### src/design/tic_pkg.sv
// Shared types and constants for the timer and interrupt controller.
// Used by every module of the block; depends on nothing else.
package tic_pkg;

    // Request and enable bit positions
    localparam logic [4:0] REQ_VBLANK = 5'b00001;
    localparam logic [4:0] REQ_TIMER  = 5'b00100;
    localparam logic [4:0] REQ_JOYPAD = 5'b10000;

    // Dispatch vectors
    localparam logic [7:0] VEC_NONE   = 8'h00;
    localparam logic [7:0] VEC_VBLANK = 8'h40;
    localparam logic [7:0] VEC_TIMER  = 8'h50;
    localparam logic [7:0] VEC_JOYPAD = 8'h60;

    // Clock select codes
    localparam logic [1:0] CLK_SEL_1024 = 2'd0;
    localparam logic [1:0] CLK_SEL_16   = 2'd1;
    localparam logic [1:0] CLK_SEL_64   = 2'd2;
    localparam logic [1:0] CLK_SEL_256  = 2'd3;

    // Configuration register indexes
    typedef enum logic [1:0] {
        CFG_TIMER_ENABLE    = 2'd0,
        CFG_CLOCK_SELECT    = 2'd1,
        CFG_TIMER_MODULO    = 2'd2,
        CFG_IRQ_ENABLE_MASK = 2'd3
    } t_cfg_index;

    // One input item
    typedef struct packed {
        logic [7:0]  elapsed_cycles;
        logic        vblank_request;
        logic        joypad_request;
        logic        master_enable;
        logic        cpu_halted;
        logic [15:0] program_counter;
    } t_item;

    // Interrupt side of one result item
    typedef struct packed {
        logic [4:0]  request_flags;
        logic        take_interrupt;
        logic [7:0]  vector_address;
        logic [15:0] return_address;
        logic        wake_from_halt;
        logic        dispatch_blocked;
    } t_irq_result;

    // Prescaler shift (log2 of cycles per count) for a clock select code
    function automatic logic [3:0] rate_shift(input logic [1:0] sel);
        logic [3:0] sh;
        unique case (sel)
            CLK_SEL_1024: sh = 4'd10;
            CLK_SEL_16:   sh = 4'd4;
            CLK_SEL_64:   sh = 4'd6;
            CLK_SEL_256:  sh = 4'd8;
            default:      sh = 4'd10;
        endcase
        return sh;
    endfunction

endpackage

### src/design/tic_timer.sv
// Divider, prescaler and 8-bit timer with modulo reload.
// Depends on tic_pkg for the clock select decode.
module tic_timer
    import tic_pkg::*;
(
    input  logic       i_clk,
    input  logic       i_rst_n,
    input  logic       i_step,
    input  logic [7:0] i_cycles,
    input  logic       i_timer_enable,
    input  logic [1:0] i_clock_select,
    input  logic [7:0] i_timer_modulo,
    output logic [7:0] o_timer_next,
    output logic [7:0] o_divider_next,
    output logic       o_timer_wrap
);

    logic [10:0] r_prescale;
    logic [7:0]  r_timer;
    logic [7:0]  r_divider;

    logic [10:0] n_prescale;
    logic [7:0]  n_timer;
    logic [7:0]  n_divider;

    logic [3:0]  w_shift;
    logic [10:0] w_sum;
    logic [10:0] w_quot;
    logic [6:0]  w_counts;
    logic [8:0]  w_timer_sum;

    // Split prescaler plus cycles into whole counts and remainder
    always_comb begin
        w_shift     = rate_shift(i_clock_select);
        w_sum       = r_prescale + {3'b000, i_cycles};
        w_quot      = w_sum >> w_shift;
        w_counts    = w_quot[6:0];
        w_timer_sum = {1'b0, r_timer} + {2'b00, w_counts};
    end

    // Next timer state; reload from modulo on wrap
    always_comb begin
        n_divider    = r_divider + 8'd1;
        n_prescale   = r_prescale;
        n_timer      = r_timer;
        o_timer_wrap = 1'b0;
        if (i_timer_enable) begin
            n_prescale = w_sum & ~({11{1'b1}} << w_shift);
            if (w_timer_sum[8]) begin
                n_timer      = i_timer_modulo;
                o_timer_wrap = 1'b1;
            end else begin
                n_timer = w_timer_sum[7:0];
            end
        end
    end

    assign o_timer_next   = n_timer;
    assign o_divider_next = n_divider;

    // Commit state when an item completes
    always_ff @(posedge i_clk) begin
        if (!i_rst_n) begin
            r_prescale <= '0;
            r_timer    <= '0;
            r_divider  <= '0;
        end else if (i_step) begin
            r_prescale <= n_prescale;
            r_timer    <= n_timer;
            r_divider  <= n_divider;
        end
    end

endmodule

### src/design/tic_irq.sv
// Request flags and fixed-priority interrupt selection.
// Depends on tic_pkg for request bits, vectors and the result struct.
module tic_irq
    import tic_pkg::*;
(
    input  logic        i_clk,
    input  logic        i_rst_n,
    input  logic        i_step,
    input  t_item       i_item,
    input  logic        i_timer_wrap,
    input  logic [4:0]  i_enable_mask,
    output t_irq_result o_result
);

    logic [4:0] r_pending;
    logic [4:0] n_pending;
    logic [4:0] w_raised;
    logic [4:0] w_ready;
    logic [4:0] w_chosen;
    logic [7:0] w_vector;

    // Latch new requests, then pick the highest priority enabled one
    always_comb begin
        w_raised = r_pending
                 | (i_timer_wrap          ? REQ_TIMER  : 5'b00000)
                 | (i_item.vblank_request ? REQ_VBLANK : 5'b00000)
                 | (i_item.joypad_request ? REQ_JOYPAD : 5'b00000);
        w_ready  = w_raised & i_enable_mask;
        priority if ((w_ready & REQ_VBLANK) != 5'b00000) begin
            w_chosen = REQ_VBLANK;
            w_vector = VEC_VBLANK;
        end else if ((w_ready & REQ_TIMER) != 5'b00000) begin
            w_chosen = REQ_TIMER;
            w_vector = VEC_TIMER;
        end else if ((w_ready & REQ_JOYPAD) != 5'b00000) begin
            w_chosen = REQ_JOYPAD;
            w_vector = VEC_JOYPAD;
        end else begin
            w_chosen = 5'b00000;
            w_vector = VEC_NONE;
        end
    end

    // Dispatch or block; clear the serviced flag on dispatch
    always_comb begin
        o_result  = '0;
        n_pending = w_raised;
        if (w_chosen != 5'b00000) begin
            o_result.wake_from_halt = i_item.cpu_halted;
            if (i_item.master_enable) begin
                o_result.take_interrupt = 1'b1;
                o_result.vector_address = w_vector;
                o_result.return_address = i_item.program_counter;
                n_pending               = w_raised & ~w_chosen;
            end else begin
                o_result.dispatch_blocked = 1'b1;
            end
        end
        o_result.request_flags = n_pending;
    end

    always_ff @(posedge i_clk) begin
        if (!i_rst_n) begin
            r_pending <= '0;
        end else if (i_step) begin
            r_pending <= n_pending;
        end
    end

endmodule

### src/design/timer_and_interrupt_controller.sv
// Top level of the timer and interrupt controller: channels, config registers,
// input and result registers. Depends on tic_pkg, tic_timer and tic_irq.
//
//   channel   | direction | handshake           | payload
//   ----------+-----------+---------------------+------------------------------
//   input     | in        | i_valid / o_stall   | elapsed cycles, requests, PC
//   result    | out       | o_valid / i_stall   | timer, divider, flags, irq
//   config    | in        | i_cfg_we            | i_cfg_index, i_cfg_data
//
// One item per clock cycle sustained while the result is not stalled. An
// accepted item sits in the input register, and the combinational timer and
// priority logic loads its result into the result register when the item
// advances. Synchronous active-low reset clears the timer and request state,
// config and valids. A stalled result holds its register; the input
// register still takes an item while the result register is full, and o_stall
// rises only when both registers are full and the result is stalled.
module timer_and_interrupt_controller
    import tic_pkg::*;
(
    input  logic        i_clk,
    input  logic        i_rst_n,
    // input channel
    input  logic        i_valid,
    output logic        o_stall,
    input  logic [7:0]  i_elapsed_cycles,
    input  logic        i_vblank_request,
    input  logic        i_joypad_request,
    input  logic        i_master_enable,
    input  logic        i_cpu_halted,
    input  logic [15:0] i_program_counter,
    // result channel
    output logic        o_valid,
    input  logic        i_stall,
    output logic [7:0]  o_timer_value,
    output logic [7:0]  o_divider_value,
    output logic [4:0]  o_request_flags,
    output logic        o_take_interrupt,
    output logic [7:0]  o_vector_address,
    output logic [15:0] o_return_address,
    output logic        o_wake_from_halt,
    output logic        o_halt_exit,
    output logic        o_dispatch_blocked,
    // configuration
    input  logic        i_cfg_we,
    input  logic [1:0]  i_cfg_index,
    input  logic [7:0]  i_cfg_data
);

    logic        r_timer_enable;
    logic [1:0]  r_clock_select;
    logic [7:0]  r_timer_modulo;
    logic [4:0]  r_irq_enable_mask;

    logic        r_in_valid;
    t_item       r_in;
    logic        r_out_valid;
    logic [7:0]  r_timer_value;
    logic [7:0]  r_divider_value;
    t_irq_result r_irq;

    logic        w_accept;
    logic        w_advance;
    logic [7:0]  w_timer_next;
    logic [7:0]  w_divider_next;
    logic        w_timer_wrap;
    t_irq_result w_irq;

    // Configuration writes
    always_ff @(posedge i_clk) begin
        if (!i_rst_n) begin
            r_timer_enable    <= 1'b0;
            r_clock_select    <= CLK_SEL_1024;
            r_timer_modulo    <= '0;
            r_irq_enable_mask <= '0;
        end else if (i_cfg_we) begin
            unique case (t_cfg_index'(i_cfg_index))
                CFG_TIMER_ENABLE:    r_timer_enable    <= i_cfg_data[0];
                CFG_CLOCK_SELECT:    r_clock_select    <= i_cfg_data[1:0];
                CFG_TIMER_MODULO:    r_timer_modulo    <= i_cfg_data;
                CFG_IRQ_ENABLE_MASK: r_irq_enable_mask <= i_cfg_data[4:0];
                default: ;
            endcase
        end
    end

    // Flow control: advance when the result register is free or being taken
    assign w_advance = r_in_valid && (!r_out_valid || !i_stall);
    assign o_stall   = r_in_valid && !w_advance;
    assign w_accept  = i_valid && !o_stall;

    // Input register
    always_ff @(posedge i_clk) begin
        if (!i_rst_n) begin
            r_in_valid <= 1'b0;
        end else if (w_accept) begin
            r_in_valid <= 1'b1;
        end else if (w_advance) begin
            r_in_valid <= 1'b0;
        end
    end

    always_ff @(posedge i_clk) begin
        if (w_accept) begin
            r_in.elapsed_cycles  <= i_elapsed_cycles;
            r_in.vblank_request  <= i_vblank_request;
            r_in.joypad_request  <= i_joypad_request;
            r_in.master_enable   <= i_master_enable;
            r_in.cpu_halted      <= i_cpu_halted;
            r_in.program_counter <= i_program_counter;
        end
    end

    tic_timer u_timer (
        .i_clk          (i_clk),
        .i_rst_n        (i_rst_n),
        .i_step         (w_advance),
        .i_cycles       (r_in.elapsed_cycles),
        .i_timer_enable (r_timer_enable),
        .i_clock_select (r_clock_select),
        .i_timer_modulo (r_timer_modulo),
        .o_timer_next   (w_timer_next),
        .o_divider_next (w_divider_next),
        .o_timer_wrap   (w_timer_wrap)
    );

    tic_irq u_irq (
        .i_clk         (i_clk),
        .i_rst_n       (i_rst_n),
        .i_step        (w_advance),
        .i_item        (r_in),
        .i_timer_wrap  (w_timer_wrap),
        .i_enable_mask (r_irq_enable_mask),
        .o_result      (w_irq)
    );

    // Result register
    always_ff @(posedge i_clk) begin
        if (!i_rst_n) begin
            r_out_valid <= 1'b0;
        end else if (w_advance) begin
            r_out_valid <= 1'b1;
        end else if (!i_stall) begin
            r_out_valid <= 1'b0;
        end
    end

    always_ff @(posedge i_clk) begin
        if (w_advance) begin
            r_timer_value   <= w_timer_next;
            r_divider_value <= w_divider_next;
            r_irq           <= w_irq;
        end
    end

    assign o_valid            = r_out_valid;
    assign o_timer_value      = r_timer_value;
    assign o_divider_value    = r_divider_value;
    assign o_request_flags    = r_irq.request_flags;
    assign o_take_interrupt   = r_irq.take_interrupt;
    assign o_vector_address   = r_irq.vector_address;
    assign o_return_address   = r_irq.return_address;
    assign o_wake_from_halt   = r_irq.wake_from_halt;
    assign o_halt_exit        = r_irq.wake_from_halt;
    assign o_dispatch_blocked = r_irq.dispatch_blocked;

endmodule

### config.mk
export PLATFORM = sky130hd
export DESIGN_NAME = timer_and_interrupt_controller
export DESIGN_NICKNAME = d
export VERILOG_FILES = /design/src/design/tic_pkg.sv /design/src/design/tic_timer.sv /design/src/design/tic_irq.sv /design/src/design/timer_and_interrupt_controller.sv
export SDC_FILE = /design/constraint.sdc
export NUM_CORES = 1
export LEC_CHECK = 0
export BUFFER_PORTS_ARGS = -buffer_cell sky130_fd_sc_hd__buf_2
export CORE_UTILIZATION = 51
export DETAILED_ROUTE_END_ITERATION = 8
export HOLD_SLACK_MARGIN = 0.08
export PLACE_DENSITY = 0.78
export SYNTH_ARGS = -nofsm -noshare
export SYNTH_HDL_FRONTEND = slang
export SYNTH_HIERARCHICAL = 1
export SYNTH_SLANG_ARGS = --single-unit
### constraint.sdc
create_clock -name i_clk -period 6.6 [get_ports i_clk]
set_input_delay 1.32 -clock i_clk [delete_from_list [all_inputs] [get_ports i_clk]]
set_output_delay 1.32 -clock i_clk [all_outputs]
set_load 0.05 [all_outputs]
# Word-level counts from Yosys, hierarchy flattened
# Cells that the tools add are included.
# totals
in_bits	43
wordCells	90
regBits	126
out_inout_bits	51
# classes
mux	22
eq_ne	7
n_addsub	3
shift	2
n_reduce_logical	20
n_bitwise	10
# op_table
cell	n
$mux 5	6
$mux 25	1
$mux 7	3
$mux 8	2
$pmux 4 s4	1
$or 5x5->5	3
$reduce_and 2->1	6
$add 11x8->11	1
$and 11x11->11	1
$not 11->11	1
$shl 11x4->11 const A	1
$shr 11x4->7	1
$and 5x5->5	2
$add 8x7->9	1
$add 8x1->8 const B	1
$eq 2x2->1 const B	4
$mux 1	8
$not 5->5	1
$reduce_bool 5->1	1
$eq 2x1->1 const B	2
$logic_not 1->1	4
$logic_not 2->1	2
$reduce_or 4->1	1
$logic_and 1x1->1	3
other kinds (6)	7

# Depth between registers and ports, before layout
# logic_depth
ltp_word	18
depth_mapped	19
depth_no_buf	18

# Hierarchy
# Netlist, hierarchy kept.
# by_module_without_submodules
module	seq_area_each_um2	n_inst	cells_each	area_per_inst_um2
timer_and_interrupt_controller	2642.5	1	149	2994.1
tic_timer	540.5	1	277	2154.6
tic_irq	60.1	1	60	480.5

# Worst setup path after synthesis
# OpenSTA, ideal clock, no wires.
# synth_path
path_type	input to register
start	input port i_stall
end	register u_timer.r_prescale[9]
setup_time_ns	0.074
slack_ns	0.101
stages	7
n_path_buf	2
arrival_time_ns	6.425
t_required_ns	6.526
path_cell_list	a21boi_0 -> clkbuf_1 -> and2_1 -> buf_2 -> nand2_1 -> or3_1 -> a31oi_1
# synth_via
elab_chain_cells	4
# synth_rtl
element	line	source
start: declaration	timer_and_interrupt_controller.sv:33	input logic i_stall,
$logic_not 1->1	-	
$logic_or 1x1->1	timer_and_interrupt_controller.sv:87	assign w_advance = r_in_valid && (!r_out_valid || !i_stall);
$logic_and 1x1->1	timer_and_interrupt_controller.sv:87	
$reduce_and 2->1 (no line)	-	
end signal: assignment	tic_timer.sv:68	r_prescale <= n_prescale;
end: declaration	tic_timer.sv:18	logic [10:0] r_prescale;
# Every way passes these cells.
# A chain may end at the register's enable or synchronous reset.

# Final worst setup path
# layout_path
start	register r_in[21] (netlist bit)
end	register r_irq (netlist bit o_return_address[2]) (data pin)
# layout_via
elab_chain_cells	14
# layout_rtl
element	line	source
start: declaration	timer_and_interrupt_controller.sv:55	t_item r_in;
$add 11x8->11	tic_timer.sv:35	w_sum = r_prescale + {3'b000, i_cycles};
$shr 11x4->7	tic_timer.sv:36	w_quot = w_sum >> w_shift;
$add 8x7->9	tic_timer.sv:38	w_timer_sum = {1'b0, r_timer} + {2'b00, w_counts};
$mux 1	tic_timer.sv:49	if (w_timer_sum[8]) begin
$mux 1	tic_timer.sv:47	if (i_timer_enable) begin
named net w_timer_wrap	timer_and_interrupt_controller.sv:65	logic w_timer_wrap;
$mux 3	tic_irq.sv:25	| (i_timer_wrap ? REQ_TIMER : 5'b00000)
$or 5x5->5	tic_irq.sv:25	
$or 5x5->5	tic_irq.sv:26	| (i_item.vblank_request ? REQ_VBLANK : 5'b00000)
$or 5x5->5	tic_irq.sv:27	| (i_item.joypad_request ? REQ_JOYPAD : 5'b00000);
$and 5x5->5	tic_irq.sv:28	w_ready = w_raised & i_enable_mask;
$mux 5	tic_irq.sv:32	end else if ((w_ready & REQ_TIMER) != 5'b00000) begin
$mux 5	tic_irq.sv:29	priority if ((w_ready & REQ_VBLANK) != 5'b00000) begin
$reduce_bool 5->1	tic_irq.sv:48	if (w_chosen != 5'b00000) begin
$reduce_and 2->1 (no line)	-	
end signal: assignment	timer_and_interrupt_controller.sv:151	r_irq <= w_irq;
end: declaration	timer_and_interrupt_controller.sv:59	t_irq_result r_irq;
# The timed path passes the listed nets, and every way through them passes these cells.

==> run metrics <==
status completed; syn avg cell area 11.6 um2; synthesis-to-finish area growth 20.5%; cell family with most CP delay compound AO/OA/AOI/OAI gates; diode count 0; vias in the first global route 3702; crit path time final 4.36 ns; Die ar. 0.0113 mm2; clock sinks 122; CP Buf/Inv Count 0; Worst Tran Pin Value 0.762 ns; worst reg2reg path startpoint r_in[21]; Setup-failing EPs final 0; overall power 1.93 mW; Gate Count Post-Synth 480; Fmax 229 MHz; Fillers 806; layout cells sized above 1 27.2%; post-CTS setup buffers 0; Power Density 288 mW/mm2; FP Rows 37; max-cap violations 0; hold endpoint u_timer/r_prescale[2]; R2R Setup Slk 2.24 ns; Worst-path clk slew 0.06 ns; Setup CP Type register to register; Resize count post-CTS 0; Worst R2R End o_return_address[2]; clk_lat worst skew 0.51 ns; initial antenna violation count 0; Port-buffer cells 93; hold-fix buffers at CTS 0; Final Hold Fails 0; worst hold start u_timer/r_prescale[2]; # DRC 0; DRT Wirelength 10600 um; first-iteration detailed-routing DRC count 165; Post-DRT Antenna Nets 0; Hold Crit Depth 2; WP data required 6.98 ns; Hold Path Class register to register; mapped cell area 0.00556 mm2; Worst Clk Skew 0.00974 ns; Synth warnings 6; io pins 94; fin crit share 66.1%; total CTS buffers 17; GRT Total Usage 20.0%; GPL Wtd Cong 0.872; Pleak 2.81 nW; nets 640; starting density of the core 53.2%; mean routed wirelength per cell 14.7 um; first-pass GRT wire length 17500 um; Peak VDD IR 164 uV; critical path arrival 4.75 ns; DRT Pass-1 Iters 4; Slew Limit Fails 0; largest net degree at the start of global routing 64; Reg2Reg Depth 15; crit end category register; setup TNS 0 ns; remaining global-route overflow 0; CP max stage delay 0.46 ns; CTS H-tree depth 4; Avg Vias per Cell 5.30; root buffer cell clkbuf_8; Core Footprint 0.0105 mm2; top fanout value on the critical path 17; unrepaired setup endpoints after global routing false; TritonCTS clock tree yes; DR vias 3837; Slew HR 49.2%; die extent in y 106 um; Setup crit start kind register; post-DP HPWL 7220 um; CP Cell Sequence ha_1 > a211oi_1 > o21ai_0 > and2_1 > a21oi_1 > xor2_1 > o32ai_1 > fa_1 > a211oi_2 > o21ai_1 > nand3_2 > nor2_1 > nor2_2 > o221ai_4 > and2_2; final core occ 64.1%; chip width 106 um; CP max-delay cell o32ai_1; Clock Tree Buf Depth 2
-- layer usage --
metal	vias up	part of all wire, %	track usage (%)
met5	-	0	0
met4	0	2.0	7.63
met3	20	5.2	6.56
met2	125	49	33.4
met1	1783	43	24.0
li1	1909	-	-
-- worst min-delay path, cell delays in order, from the launching register on --
cell and delay, ns:
dfxtp_1 0.31, nand2_1 0.05, a21oi_1 0.05
-- placed cells by master (no fill, tap or decap), types with 4 or more instances in the layout --
master,instances
buf_2,93
edfxtp_1,76
nand2_1,52
dfxtp_1,46
nor2_1,38
a21oi_1,29
o21ai_0,21
mux2i_1,20
ha_1,20
clkbuf_16,16
xor2_1,13
inv_1,13
and2_4,9
nand3_1,8
a21o_1,8
a211oi_1,8
and3_1,7
and2_2,7
conb_1,7
xnor2_1,7
nor2b_1,6
and2_1,5
nor3_1,5
o21a_1,4
clkinvlp_4,4
a31oi_1,4
-- registers in the layout, summed over array words and instances (netlist names) --
| register | flops |
|---|---|
| o_dispatch_blocked | 1 |
| r_irq_enable_mask | 3 |
| r_timer_enable | 1 |
| r_in | 28 |
| o_vector_address | 8 |
| o_divider_value | 8 |
| u_timer/r_timer | 8 |
| o_request_flags | 5 |
| o_halt_exit | 1 |
| o_timer_value | 8 |
| u_irq/r_pending | 3 |
| r_timer_modulo | 8 |
| o_valid | 1 |
| u_timer/r_divider | 8 |
| o_take_interrupt | 1 |
| o_return_address | 16 |
| r_in_valid | 1 |
| u_timer/r_prescale | 11 |
| r_clock_select | 2 |
-- report_power, final --
part	internal (mW)	leakage [nW]	switching, mW
Sequential	0.843	1.09	0.0138
Clock	0.597	0.287	0.334
Combinational	0.0406	1.43	0.102
-- worst max path at each step --
stage | slack, ns | depth (start not counted) | startpoint | endpoint
after floorplan | 0.10 | 7 | i_stall | u_timer/r_prescale[9]
after global placement | 2.44 | 18 | r_in[20] | o_return_address[13]
after detailed placement | 2.30 | 18 | u_timer/r_prescale[0] | o_return_address[2]
after CTS | 2.26 | 18 | r_in[20] | o_return_address[2]
after global routing | 1.83 | 18 | u_timer/r_prescale[0] | o_return_address[13]
final | 2.24 | 15 | r_in[21] | o_return_address[2]
-- area by class of cell --
class	count	area [um2]	share of cell area, %
clock inverters	13	165	2.46
multi-input cells	326	2190	32.7
flip-flops and latches	122	3200	47.8
repair buffers	95	480	7.17
well taps	136	170	2.54
inverters	13	48.8	0.728
clock buffers	19	442	6.59
-- metrics by stage --
step | cells | worst slack, ns | area, um2 | hold WS (ns)
3_5_place_dp | 692 | 2.30 | 6100 | 0.457
5_1_grt | 724 | 1.83 | 6700 | 0.487
3_3_place_gp | 692 | 2.44 | 6100 | 0.446
2_1_floorplan | 486 | 0.101 | 5580 | 0.431
4_1_cts | 724 | 2.26 | 6700 | 0.465
6_report | 724 | 2.24 | 6700 | 0.466
(Power assumes the default switching activity.)
